===== src/design/polyphase_rate_converter_top_macros.svh =====
// Assertion macros for the polyphase rate converter.
// Used by the top level; depends on aclk and aresetn being in scope.
`ifndef POLYPHASE_RATE_CONVERTER_TOP_MACROS_SVH
`define POLYPHASE_RATE_CONVERTER_TOP_MACROS_SVH

// Implication in the same cycle.
`define PRC_ASSERT_NOW(label, ante, cons) \
    label: assert property (@(posedge aclk) disable iff (!aresetn) (ante) |-> (cons)) \
        else $error("polyphase rate converter check failed");

// Implication in the next cycle.
`define PRC_ASSERT_NEXT(label, ante, cons) \
    label: assert property (@(posedge aclk) disable iff (!aresetn) (ante) |=> (cons)) \
        else $error("polyphase rate converter check failed");

`endif


===== src/design/prc_pkg.sv =====
// Shared constants and types for the polyphase rate converter.
// No dependencies.
package prc_pkg;
    localparam int MAX_PHASES  = 16;
    localparam int MAX_TAPS    = 64;
    localparam int COEF_DEPTH  = MAX_PHASES * MAX_TAPS;
    localparam int PHASE_W     = $clog2(MAX_PHASES);
    localparam int TAP_W       = $clog2(MAX_TAPS);
    localparam int COEF_AW     = $clog2(COEF_DEPTH);
    localparam int PCOUNT_W    = PHASE_W + 1;
    localparam int TCOUNT_W    = TAP_W + 1;
    localparam int PUSH_W      = 7;
    localparam int DATA_W      = 16;
    localparam int ACC_W       = 40;

    localparam logic [1:0] KIND_SAMPLE = 2'd0;
    localparam logic [1:0] KIND_COEF   = 2'd1;
    localparam logic [1:0] KIND_PUSH   = 2'd2;

    localparam logic [1:0] OP_SAMPLE = 2'd0;
    localparam logic [1:0] OP_COEF   = 2'd1;
    localparam logic [1:0] OP_PUSH   = 2'd2;

    typedef struct packed {
        logic [1:0]          op;
        logic [DATA_W-1:0]   data;
        logic [COEF_AW-1:0]  index;
        logic [PUSH_W-1:0]   push;
    } item_t;
endpackage


===== src/design/prc_front.sv =====
// Front end: accepts input transfers, classifies them and queues them, but
// drops unknown kinds and push items for a phase index of MAX_PHASES or above. Depends on prc_pkg.
module prc_front (
    input  logic                     aclk,
    input  logic                     aresetn,
    input  logic                     s_valid,
    output logic                     s_ready,
    input  logic [1:0]               s_kind,
    input  logic [15:0]              s_sample_in,
    input  logic [9:0]               s_table_index,
    input  logic [15:0]              s_coef_value,
    input  logic [6:0]               s_push_value,
    output logic                     q_valid,
    output prc_pkg::item_t           q_item,
    input  logic                     q_pop
);
    import prc_pkg::*;

    item_t      slot_reg [2];
    logic       wr_ptr_reg, wr_ptr_next;
    logic       rd_ptr_reg, rd_ptr_next;
    logic [1:0] count_reg, count_next;
    logic       keep;
    logic       push_en;
    item_t      new_item;

    always_comb begin
        new_item.data  = (s_kind == KIND_COEF) ? s_coef_value : s_sample_in;
        new_item.index = s_table_index;
        new_item.push  = s_push_value;
        new_item.op    = OP_SAMPLE;
        keep           = 1'b0;
        case (s_kind)
            KIND_SAMPLE: begin
                new_item.op = OP_SAMPLE;
                keep        = 1'b1;
            end
            KIND_COEF: begin
                new_item.op = OP_COEF;
                keep        = 1'b1;
            end
            KIND_PUSH: begin
                new_item.op = OP_PUSH;
                keep        = (s_table_index < 10'(MAX_PHASES));
            end
            default: begin
                keep = 1'b0;
            end
        endcase
    end

    assign s_ready = (count_reg != 2'd2);
    assign push_en = s_valid && s_ready && keep;
    assign q_valid = (count_reg != 2'd0);
    assign q_item  = slot_reg[rd_ptr_reg];

    always_comb begin
        wr_ptr_next = wr_ptr_reg ^ push_en;
        rd_ptr_next = rd_ptr_reg ^ q_pop;
        count_next  = count_reg + {1'b0, push_en} - {1'b0, q_pop};
    end

    always_ff @(posedge aclk) begin
        if (push_en) begin
            slot_reg[wr_ptr_reg] <= new_item;
        end
    end

    always_ff @(posedge aclk) begin
        if (!aresetn) begin
            wr_ptr_reg <= 1'b0;
            rd_ptr_reg <= 1'b0;
            count_reg  <= 2'd0;
        end else begin
            wr_ptr_reg <= wr_ptr_next;
            rd_ptr_reg <= rd_ptr_next;
            count_reg  <= count_next;
        end
    end
endmodule


===== config.mk =====
export PLATFORM = sky130hd
export DESIGN_NAME = prc_front
export DESIGN_NICKNAME = d
export VERILOG_FILES = /design/src/design/polyphase_rate_converter_top_macros.svh /design/src/design/prc_pkg.sv /design/src/design/prc_front.sv
export SDC_FILE = /design/constraint.sdc
export NUM_CORES = 1
export LEC_CHECK = 0
export BUFFER_PORTS_ARGS = -buffer_cell sky130_fd_sc_hd__buf_2
export CORE_ASPECT_RATIO = 0.7
export CORE_MARGIN = 5
export CORE_UTILIZATION = 25
export CTS_BUF_LIST = sky130_fd_sc_hd__clkbuf_4 sky130_fd_sc_hd__clkbuf_8 sky130_fd_sc_hd__clkbuf_16
export DETAILED_ROUTE_END_ITERATION = 7
export PLACE_DENSITY_LB_ADDON = 0.08
export RECOVER_POWER = 100
export SYNTH_ARGS = -nofsm -noshare
export SYNTH_HDL_FRONTEND = slang
export SYNTH_SLANG_ARGS = --single-unit

===== constraint.sdc =====
create_clock -name aclk -period 2.8 [get_ports aclk]
set_input_delay 0.7 -clock aclk [delete_from_list [all_inputs] [get_ports aclk]]
set_output_delay 0.7 -clock aclk [all_outputs]
set_load 0.01 [all_outputs]

# [After elaboration in Yosys (flattened, before gate mapping)]
# Memory sizes are Yosys's and may differ from the RTL's. A register that Yosys moved wholly into a read port is not among the register bits.
# Index checks and enable logic that the tools add are counted.
[word_totals] reg_bits=4 word_cells=23 mem_bits_rw=70 inputBits=55 out_inout_bits=37 memories=1
[classes] addsub=2 n_reduce_logical=5 bitwise_logic=2 n_lt_le_gt_ge=1 muxes=6 eq_ne=3
[memory_table] memory="slot_reg" depth=2 word_bits=35 rd=1 rd_clocked_by_memory_dff=1 write_ports=1 line="prc_front.sv:19" source="item_t slot_reg [2];"
[ops] operator="2-to-1 mux 16 bit" count=1
[ops] operator="< comparator 10 x 5 -> 1 bit, second input constant" count=1
[ops] operator="case mux 2 bit (2 select lines)" count=1
[ops] operator="2-to-1 mux 1 bit" count=3
[ops] operator="adder 2 x 1 -> 2 bit" count=1
[ops] operator="== test 2 x 1 -> 1 bit, second input constant" count=1
[ops] operator="== test 2 bit, second input constant" count=1
[ops] operator="logical AND 1 bit" count=2
[ops] operator="logical NOT 2 bit" count=1
[ops] operator="inequality test 2 bit, second input constant" count=1
[ops] operator="case mux 1 bit (2 select lines)" count=1
[ops] operator="nonzero test 2 bit" count=1
[ops] operator="OR reduction 2 bit" count=1
[ops] operator="subtractor 2 x 1 -> 2 bit" count=1
[ops] operator="XOR 1 bit" count=2

# [Depth between registers and ports, before layout]
# Gate-level depths: netlist of run 1.
[depth] depth_word=6 depth_mapped=9 mapped_depth_nobuf=9

# [Worst setup path after synthesis of run 1]
# OpenSTA, ideal clock, no wires.
[synth_path] kind="input to register" from="input s_table_index[7]" to="memory slot_reg[1][0] in the netlist's numbering (enable)" setup_time_ps=396 setup_slack_ps=-159 n_path_buf=0 arrival_time_ps=2564 t_required_ps=2404 cell_stages=4 cell_sequence="or4_4 o41ai_4 and3_1 ha_1"
[synth_via] elab_chain_cells=5
[synth_lines] item="start, declared" line="prc_front.sv:10" source="input logic [9:0] s_table_index,"
[synth_lines] item="< comparator 10 x 5 -> 1 bit" line="prc_front.sv:44" source="keep = (s_table_index < 10'(MAX_PHASES));"
[synth_lines] item="case mux 1 bit (2 select lines)" line="prc_front.sv:33" source="case (s_kind)"
[synth_lines] item="logical AND 1 bit" line="prc_front.sv:53" source="assign push_en = s_valid && s_ready && keep;"
[synth_lines] item="2-to-1 mux 1 bit" line="prc_front.sv:64" source="if (push_en) begin"
[synth_lines] item="2-to-1 mux 1 bit (not written as such)" line="prc_front.sv:65" source="slot_reg[wr_ptr_reg] <= new_item;"
[synth_lines] item="end, declared" line="prc_front.sv:19"
# Every way passes these cells.

# [Worst setup path in the final report of run 1]
[layout_path] from="input s_table_index[6]" to="register count_reg[1]"
[layout_via] elab_chain_cells=5
[layout_lines] item="< comparator 10 x 5 -> 1 bit" line="prc_front.sv:44"
[layout_lines] item="case mux 1 bit (2 select lines)" line="prc_front.sv:33"
[layout_lines] item="logical AND 1 bit" line="prc_front.sv:53"
[layout_lines] item="adder 2 x 1 -> 2 bit" line="prc_front.sv:60" source="count_next = count_reg + {1'b0, push_en} - {1'b0, q_pop};"
[layout_lines] item="subtractor 2 x 1 -> 2 bit" line="prc_front.sv:60"
[layout_lines] item="end signal, assigned" line="prc_front.sv:77" source="count_reg <= count_next;"
[layout_lines] item="end, declared" line="prc_front.sv:22" source="logic [1:0] count_reg, count_next;"
# Every way passes these cells.
# A chain may end at the register's enable or synchronous reset.

==> results of run 1 <==
-- layout make-up --
type | count | area [µm²] | area share
clock inverter | 7 | 58.8 | 0.0150
inverter | 2 | 7.51 | 0.00192
multi-input combinational | 71 | 737 | 0.188
timing repair buffer | 97 | 489 | 0.125
sequential | 75 | 2200 | 0.562
tap | 157 | 196 | 0.0501
clock buffer | 9 | 225 | 0.0575
-- report_power, final --
group / leakage [nW] / switching, mW / internal (mW)
logic: 0.545 / 0.186 / 0.161
clock network: 0.138 / 0.405 / 0.676
registers: 0.683 / 0.0169 / 1.31
-- worst max-delay path, cell delays in order --
cell	delay [ns]
clkbuf_1	0.11
or4_1	0.56
o41ai_1	0.32
nand3_1	0.13
ha_1	0.28
inv_1	0.04
ha_1	0.18
xnor2_1	0.13
xnor2_1	0.12
and2_0	0.14
-- cells by family after synthesis --
kind of cell	after synthesis	share of synthesized area
buf+inv	8	0.0129
xor+xnor	3	0.00877
flops	75	0.735
mux	51	0.192
fa+ha+maj	4	0.0167
simple gates	12	0.0263
compound gates	1	0.00918
-- cell usage in the layout, fill, tap and decap left out --
master / Yosys / final
edfxtp_1: 70 / 70
clkbuf_1: 1 / 47
buf_2: 4 / 45
mux2_2: 51 / 32
mux2_1: 0 / 19
clkbuf_16: 0 / 9
ha_1: 4 / 4
dfxtp_1: 5 / 4
buf_12: 0 / 4
and2_0: 0 / 3
clkinv_1: 0 / 3
inv_1: 2 / 2
nor2b_1: 3 / 2
xnor2_1: 2 / 2
clkinv_2: 0 / 2
nor2b_2: 0 / 1
or4_1: 0 / 1
o41ai_1: 0 / 1
nand2b_1: 1 / 1
and3_1: 1 / 1
nand3_1: 1 / 1
or2_2: 1 / 1
xor2_1: 1 / 1
and2_1: 4 / 1
dfxtp_2: 0 / 1
clkinvlp_4: 0 / 1
bufinv_16: 0 / 1
clkbuf_4: 0 / 1
-- layer usage --
metal | wire (µm) | up-vias | GRT usage
li1 | - | 797 | -
met3 | 524 | 8 | 0.0472
met2 | 2740 | 63 | 0.135
met4 | 76 | 0 | 0.0313
met1 | 2820 | 767 | 0.106
met5 | 0 | - | 0
-- path summary, 6_finish.rpt --
path / from / endpoint / slack (ns) / cells after the start
worst max-delay path: s_table_index[6] / count_reg[1] / 0.31 / 10
worst min register to register: wr_ptr_reg / wr_ptr_reg / 0.56 / 3
worst max register to register: count_reg[0] / count_reg[1] / 1.21 / 8
worst min-delay path: s_push_value[5] / slot_reg[1][5] / 0.56 / 1
-- per-stage QoR --
stage | setup WS [ns] | utilization | setup TNS [ns] | power, mW
detailed placement | 0.0728 | 0.319 | 0 | 1.74
global placement | 0.0783 | 0.319 | 0 | 1.74
finish | 0.307 | 0.334 | 0 | 2.76
global route | 0.182 | 0.334 | 0 | 2.89
CTS | 0.417 | 0.343 | 0 | 2.84
floorplan | -0.159 | - | -11.14 | 1.56
==> reports/qor.csv, run 1 <==
stage;metric;value;unit
detailed_routing;vias;1635;
floorplan;die-area;14300;µm²
sta;hold_viol;0;
synth;yosys.area.top_type;edfxtp_1;
layout;stdcell_count;418;
detailed_routing;wirelength;6150;µm
detailed_routing;vias_per_cell;3.91;
synth;async_flop_share;0;
synth;yosysSeqAreaShare;0.735;
global_route;first_global_vias;1682;
placement;port_buffers;91;
clock_tree;clk_latency;0.32;ns
floorplan;initial_core_util;0.256;
clock_tree;numClockSinks;75;
synth;netlist_area;3000;µm²
sta;finalCritPeriodShare;0.890;
setup_path;worst_setup_path_end_kind;flop;
synth;syn_inst;154;
layout;syn_to_final_growth;30.7;%
synth;syn_nets;213;
sta;worst_pin_slew;1.11;ns
clock_tree;cts_root_buffer;clkbuf_16;
sta;relSlewSlack;0.259;
setup_path;required;3.02;ns
placement;gp_congestion;0.660;
detailed_routing;dr.pass1.iters;4;
floorplan;io_pins;92;
clock_tree;clkTransAtPathRegs;0.05;ns
detailed_routing;ant_nets;0;
clock_tree;cts_buffers;9;
sta;period_needed;2.49;ns
setup_path;critPathMaxFanout;3;
detailed_routing;drc;0;
placement;place_area;3730;µm²
synth;yosysUniqueCellTypes;18;
clock_tree;postCtsHoldBufs;0;
clock_tree;cts_setup_buffers;0;
sta;finalClockSkew;0.00298;ns
floorplan;design.core.area;11700;µm²
synth;yosys_warnings;0;
power_and_ir_drop;ir_worst_vdd;0.000295;V
synth;yosys.area.top_type_share;0.701;
clock_tree;cts_tree;done;
global_route;grt-ovfl-total;0;
layout;diodes;0;
clock_tree;cts_resized;0;
outcome;status;finished, final reports clean;
setup_path;crit_arrival;2.71;ns
setup_path;path_class;primary input to flop;
sta;hold_ws;0.562;ns
sta;report.final.slew_viol_count;0;
synth;synth_edf_count;70;
layout;nets;315;
sta;rsz0062_at_grt;no;
power_and_ir_drop;powerDensity;704;nW/µm²
synth;yosys-top-cells-area;edfxtp_1 70%, mux2_2 19%, dfxtp_1 3.3%;
layout;fill_cells;1178;
clock_tree;clockBufferDepth;2;
global_route;antenna_found_initial;0;
flow_run;drv_cap;0;
synth;syn_area_per_cell;19.5;µm²
sta;setup_viol;0;
synth;ys_seq_elements;75;
clock_tree;cts_htree_levels;3;
floorplan;die_x;141;µm
layout;drive_gt1_frac;0.375;
global_route;grt_pass1_wl;9140;µm
detailed_routing;drtIter0Drc;65;
detailed_routing;wire_per_inst;14.7;µm
global_route;grt_max_degree;36;
synth;yosys-top-cells-count;70 x edfxtp_1, 51 x mux2_2, 5 x dfxtp_1;
synth;synth_top_flop_cell;edfxtp_1;
synth;synth.most_common_cell;edfxtp_1;
global_route;grt_use_total;0.0880;
floorplan;fp-row-count;33;
placement;hpwl;4100;µm
layout;design_area;3920;µm²
floorplan;die_h;102;µm
layout;largest_reg_flops;70;
power_and_ir_drop;p_leak;1.37;nW
placement;placed_cells;402;
hold_path;hp-class;primary input to flop;
sta;timing.fmax;0.401;GHz
setup_path;startpoint_type;primary input;
Note: power is estimated with default switching activity, not from simulation.
==> inputs of run 2 (changes only) <==
- ABC_AREA: unset -> 1
==> run 2 against run 1 <==
Hold slack worse by 0.053 ns; utilization fell by 1.6 points; die area rose by 5.4%; critical endpoint is now slot_reg[0][32].
==> reports/qor.csv, run 2 <==
stage;metric;value;unit;change
global_route;grt_max_degree;29;;was 36
floorplan;initial_core_util;0.256;;about the same
sta;finalCritPeriodShare;0.832;;was 0.890
power_and_ir_drop;p_switching;0.606;mW;was 0.608 mW
synth;synth_edf_count;70;;unchanged
setup_path;required;2.75;ns;was 3.02 ns
floorplan;die_x;145;µm;was 141 µm
sta;finalClockSkew;0.00269;ns;was 0.00298 ns
synth;syn_nets;263;;was 213
synth;syn_area_per_cell;15.6;µm²;was 19.5 µm²
floorplan;die_h;104;µm;was 102 µm
synth;synth_top_flop_cell;edfxtp_1;;unchanged
setup_path;critPathMaxFanout;16;;was 3
sta;setup_viol;0;;unchanged
power_and_ir_drop;p_total;2.71;mW;was 2.76 mW
sta;relSlewSlack;0.350;;was 0.259
detailed_routing;vias;1835;;was 1635
synth;ys_seq_elements;75;;unchanged
layout;final_cell_mix;70 x buf_2, 70 x edfxtp_1, 58 x nand2_1, 29 x mux2_1, 22 x clkbuf_1;;was 70 x edfxtp_1, 47 x clkbuf_1, 45 x buf_2, 32 x mux2_2, 19 x mux2_1
sta;timing.setup.tns;0;ns;unchanged
placement;gp_congestion;0.649;;was 0.660
placement;hpwl;4650;µm;was 4100 µm
synth;yosys_warnings;0;;unchanged
synth;yosys.area.top_type_share;0.662;;was 0.701
flow_run;drv_cap;0;;unchanged
floorplan;fp-row-count;34;;was 33
sta;worst_pin_slew;0.976;ns;was 1.11 ns
outcome;status;finished, final reports clean;;unchanged
hold_path;hp-class;flop to flop;;was primary input to flop
clock_tree;cts_setup_buffers;0;;unchanged
detailed_routing;dr.pass1.iters;4;;unchanged
layout;design_area;3950;µm²;was 3920 µm²
layout;nets;365;;was 315
detailed_routing;wire_per_inst;14.1;µm;was 14.7 µm
layout;utilization;0.318;;was 0.334
clock_tree;cts_resized;0;;unchanged
layout;fill_cells;1291;;was 1178
synth;yosysSeqAreaShare;0.693;;was 0.735
synth;syn_inst;204;;was 154
synth;yosys-top-cells-area;edfxtp_1 66%, mux2_4 14%, nand2_1 6.7%;;was edfxtp_1 70%, mux2_2 19%, dfxtp_1 3.3%
layout;drive_gt1_frac;0.312;;was 0.375
clock_tree;cts_tree;done;;unchanged
setup_path;path_class;primary input to flop;;unchanged
synth;yosys.area.top_type;edfxtp_1;;unchanged
detailed_routing;vias_per_cell;3.88;;was 3.91
layout;diodes;0;;unchanged
clock_tree;numClockSinks;75;;unchanged
clock_tree;postCtsHoldBufs;0;;unchanged
detailed_routing;ant_nets;0;;unchanged
floorplan;die-area;15100;µm²;was 14300 µm²
setup_path;crit_arrival;2.28;ns;was 2.71 ns
detailed_routing;wirelength;6690;µm;was 6150 µm
power_and_ir_drop;p_leak;1.58;nW;was 1.37 nW
power_and_ir_drop;power_frac_clock;0.402;;was 0.392
setup_path;startpoint_type;primary input;;unchanged
synth;synth.most_common_cell;edfxtp_1;;unchanged
layout;syn_to_final_growth;24.3;%;was 30.7%
clock_tree;cts_htree_levels;3;;unchanged
global_route;grt_use_total;0.0925;;was 0.0880
clock_tree;cts_buffers;9;;unchanged
power_and_ir_drop;internal_power;2.10;mW;was 2.15 mW
sta;hold_viol;0;;unchanged
sta;period_needed;2.33;ns;was 2.49 ns
detailed_routing;drtIter0Drc;70;;was 65
synth;netlist_area;3180;µm²;was 3000 µm²
synth;yosys-top-cells-count;70 x edfxtp_1, 57 x nand2_1, 30 x mux2_4;;was 70 x edfxtp_1, 51 x mux2_2, 5 x dfxtp_1
sta;report.final.slew_viol_count;0;;unchanged
clock_tree;clkTransAtPathRegs;0.05;ns;about the same
power_and_ir_drop;ir_worst_vdd;0.000287;V;was 0.000295 V
sta;rsz0062_at_grt;no;;unchanged
sta;timing.fmax;0.429;GHz;was 0.401 GHz
global_route;antenna_found_initial;0;;unchanged
global_route;first_global_vias;1892;;was 1682
setup_path;worst_setup_path_end_kind;flop;;unchanged
layout;multi_input_area;741;µm²;was 737 µm²
floorplan;design.core.area;12400;µm²;was 11700 µm²
placement;place_area;3810;µm²;was 3730 µm²
power_and_ir_drop;p_comb_frac;0.113;;was 0.126
clock_tree;clk_latency;0.33;ns;was 0.32 ns
power_and_ir_drop;seq_power_share;0.484;;was 0.482
detailed_routing;drc;0;;unchanged
clock_tree;clockBufferDepth;2;;unchanged
global_route;grt_pass1_wl;10200;µm;was 9140 µm
placement;port_buffers;91;;unchanged
clock_tree;cts_root_buffer;clkbuf_16;;unchanged
layout;ff_latch_area;2200;µm²;unchanged
synth;async_flop_share;0;;unchanged
power_and_ir_drop;powerDensity;686;nW/µm²;was 704 nW/µm²
global_route;grt-ovfl-total;0;;unchanged
floorplan;io_pins;92;;unchanged
synth;yosysUniqueCellTypes;17;;was 18
power_and_ir_drop;sw_frac_of_total;0.224;;was 0.221
layout;largest_reg_flops;70;;unchanged
==> run 2: cell types whose count changed in the layout (fill, tap and decap cells not counted), moves of 9 or more <==
cell	previous run	this run
nor2_1	0	11
inv_1	2	11
mux2_2	32	3
mux2_1	19	29
nand2_1	0	58
buf_2	45	70
clkbuf_1	47	22
==> run 2: logic make-up (layout without fill, tap and decap cells) <==
kind of cell    after synthesis  in the layout  share of synthesized area
fa+ha+maj                     4              4                     0.0158
simple gates                 70             70                     0.0839
mux                          35             35                      0.160
flops                        75             75                      0.693
buf+inv                      17            124                     0.0406
xor+xnor                      1              1                    0.00276
compound gates                2              2                    0.00394
==> run 2: path summary, 6_finish.rpt <==
path	endpoint	slack, ns	cells past startpoint	startpoint
setup / recovery	slot_reg[0][32]	0.47	8	s_table_index[9]
hold / removal	flop	0.51	2	rd_ptr_reg
setup reg to reg	slot_reg[0][32]	0.82	6	count_reg[0]
hold reg to reg	flop	0.51	2	rd_ptr_reg
==> run 2: critical path, stage by stage <==
cell,delay [ns]
clkbuf_1,0.10
nor2_1,0.13
nand2_1,0.09
nor2_1,0.16
nor2_1,0.06
nor2_1,0.13
ha_1,0.18
clkbuf_1,0.73
==> run 2: layout make-up <==
type / count / share of cell area
Clock inverter: 7 / 0.0149
Clock buffer: 9 / 0.0571
Timing Repair Buffer: 97 / 0.120
Multi-Input combinational cell: 112 / 0.188
Tap cell: 162 / 0.0513
Sequential cell: 75 / 0.558
Inverter: 11 / 0.0105
==> run 2: stage by stage <==
step	instances	setup WS [ns]	hold WS, ns
final	473	0.470	0.509
after global routing	473	0.239	0.540
after CTS	473	0.418	0.513
after floorplan	204	0.366	0.480
after detailed placement	457	0.521	0.501
after global placement	457	0.584	0.500
==> run 2: metal layers <==
layer | up-vias | global-route usage | wire [µm]
met1 | 853 | 0.126 | 3210
met4 | 0 | 0.0379 | 119
met3 | 10 | 0.0391 | 450
met2 | 54 | 0.129 | 2910
li1 | 918 | - | -
met5 | - | 0 | 0
==> run 2: power groups by stage <==
stage,Clock (mW),Combinational [mW],Sequential [mW]
after detailed placement,0,0.368,1.34
after CTS,1.13,0.369,1.31
after floorplan,0,0.240,1.33
after global routing,1.18,0.349,1.32
final,1.09,0.307,1.31
after global placement,0,0.370,1.34
==> inputs of run 3 (changes only) <==
- clock period: 2.8 -> 2.32 ns (I/O delays scaled with it)
==> run 3 against run 2 <==
Design area is 2.1% higher; wire length rose by 1.4%; worst setup slack got worse by 0.36 ns; flip-flop and latch count stayed put; utilization up 0.67 points; sequential power grew 21%; count of clock-buffer cells in the layout is the same; critical path depth down 5; sequential share of layout area is 1.2 points lower; first-iteration DRC count shrank 2.9%; critical endpoint is now q_item[12].
==> reports/qor.csv, run 3 (synthesis results as in run 2) <==
stage;metric;value;unit;change
layout;utilization;0.325;;was 0.318
layout;largest_reg_flops;70;;unchanged
sta;hold_viol;0;;unchanged
detailed_routing;wire_per_inst;14.3;µm;was 14.1 µm
power_and_ir_drop;seq_power_share;0.480;;was 0.484
floorplan;fp-row-count;34;;unchanged
clock_tree;postCtsHoldBufs;0;;unchanged
global_route;antenna_found_initial;0;;unchanged
clock_tree;cts_setup_buffers;0;;unchanged
layout;mostFrequentLayoutCell;edfxtp_1;;
setup_path;required;1.74;ns;was 2.75 ns
floorplan;initial_core_util;0.256;;unchanged
layout;diodes;0;;unchanged
detailed_routing;drtIter0Drc;68;;was 70
detailed_routing;vias;1844;;was 1835
global_route;grt_use_total;0.0916;;was 0.0925
setup_path;worst_setup_path_end_kind;output pin;;was flop
hold_path;hp-class;primary input to flop;;was flop to flop
clock_tree;cts_root_buffer;clkbuf_16;;unchanged
layout;drive_gt1_frac;0.348;;was 0.312
sta;timing.setup.tns;0;ns;unchanged
floorplan;die-area;15100;µm²;unchanged
sta;period_needed;2.21;ns;
clock_tree;cts_buffers;9;;unchanged
global_route;grt-ovfl-total;0;;unchanged
sta;setup_viol;0;;unchanged
placement;hpwl;4810;µm;was 4650 µm
layout;final_cell_mix;70 x edfxtp_1, 58 x nand2_1, 54 x buf_2, 33 x clkbuf_1, 22 x mux2_4;;was 70 x buf_2, 70 x edfxtp_1, 58 x nand2_1, 29 x mux2_1, 22 x clkbuf_1
flow_run;drv_cap;0;;unchanged
setup_path;path_class;flop to output pin;;was primary input to flop
outcome;status;finished, final reports clean;;unchanged
sta;rsz0062_at_grt;no;;unchanged
setup_path;critPathMaxFanout;8;;was 16
global_route;grt_max_degree;23;;was 29
floorplan;die_x;145;µm;unchanged
power_and_ir_drop;powerDensity;820;nW/µm²;was 686 nW/µm²
detailed_routing;drc;0;;unchanged
layout;nets;367;;was 365
setup_path;ff2ff_path_depth;6;;unchanged
floorplan;die_h;104;µm;unchanged
placement;gp_congestion;0.656;;was 0.649
power_and_ir_drop;power_frac_clock;0.396;;was 0.402
clock_tree;clk_latency;0.33;ns;about the same
power_and_ir_drop;p_leak;1.62;nW;was 1.58 nW
clock_tree;clkTransAtPathRegs;0.06;ns;was 0.05 ns
sta;timing.fmax;0.453;GHz;
clock_tree;clockBufferDepth;2;;unchanged
power_and_ir_drop;p_comb_frac;0.124;;was 0.113
clock_tree;numClockSinks;75;;unchanged
power_and_ir_drop;sw_frac_of_total;0.246;;was 0.224
clock_tree;cts_htree_levels;3;;unchanged
setup_path;startpoint_type;flop;;was primary input
detailed_routing;ant_nets;0;;unchanged
hold_path;hold-path-cell-count;1;;was 2
sta;worst_pin_slew;0.654;ns;was 0.976 ns
floorplan;design.core.area;12400;µm²;unchanged
detailed_routing;vias_per_cell;3.88;;about the same
sta;finalClockSkew;0.00481;ns;was 0.00269 ns
clock_tree;cts_resized;0;;unchanged
global_route;grt_pass1_wl;10200;µm;about the same
detailed_routing;wirelength;6780;µm;was 6690 µm
sta;report.final.slew_viol_count;0;;unchanged
sta;relSlewSlack;0.564;;was 0.350
power_and_ir_drop;p_switching;0.814;mW;was 0.606 mW
clock_tree;cts_tree;done;;unchanged
placement;port_buffers;91;;unchanged
power_and_ir_drop;ir_worst_vdd;0.000335;V;was 0.000287 V
floorplan;io_pins;92;;unchanged
power_and_ir_drop;internal_power;2.49;mW;was 2.10 mW
layout;syn_to_final_growth;27.0;%;was 24.3%
setup_path;crit_arrival;1.63;ns;was 2.28 ns
detailed_routing;dr.pass1.iters;4;;unchanged
global_route;first_global_vias;1864;;was 1892
sta;finalCritPeriodShare;0.952;;
==> run 3: changes by cell type in the layout (fill, tap and decap cells not counted), moves of 3 or more <==
cell	previous run	this run
mux2_1	29	9
mux2_4	3	22
buf_2	70	54
clkbuf_1	22	33
clkbuf_2	3	8
clkinv_2	5	1
inv_6	0	3
==> run 3: power groups by stage <==
stage	clock [mW]	sequential [mW]	combinational, mW
final	1.31	1.59	0.409
after floorplan	0	1.61	0.289
after detailed placement	0	1.62	0.462
after global routing	1.42	1.59	0.455
after CTS	1.35	1.59	0.463
after global placement	0	1.62	0.460
==> run 3: worst max-delay path: stages, from the launching register on <==
cell,delay [ns]
dfxtp_2,0.53
clkbuf_4,0.31
mux2_4,0.32
clkbuf_2,0.13
==> run 3: worst paths after layout <==
| check | start | to | slack, ns |
|---|---|---|---|
| setup / recovery | flop | q_item[12] | 0.11 |
| hold / removal | s_push_value[2] | slot_reg[1][2] | 0.43 |
| setup reg to reg | count_reg[0] | slot_reg[0][20] | 0.54 |
| hold reg to reg | rd_ptr_reg | flop | 0.52 |
==> run 3: through the flow <==
stage               setup slack (ns)  hold WS [ns]  instances  area [µm²]  power, mW
global route                  0.0336         0.408        475        4030       3.47
detailed placement             0.242         0.513        459        3860       2.08
global placement               0.258         0.491        459        3860       2.08
CTS                           0.0743         0.417        475        4150       3.40
floorplan                    0.00645         0.480        204        3180       1.89
finish                         0.112         0.429        475        4030       3.31
==> run 3: cell type report <==
type                    count  area [µm²]
clock inverters             7        57.6
well taps                 162         203
clock buffers               9         225
multi-input cells         112         812
fillers                  1263        8390
inverters                  11        41.3
repair buffers             99         489
flip-flops and latches     75        2200
==> run 3: layer usage <==
layer,vias to the layer above,GRT usage,share of wire
met5,-,0,0
met4,0,0.0320,0.014
met3,6,0.0418,0.065
met2,57,0.135,0.46
met1,858,0.118,0.46
li1,923,-,-
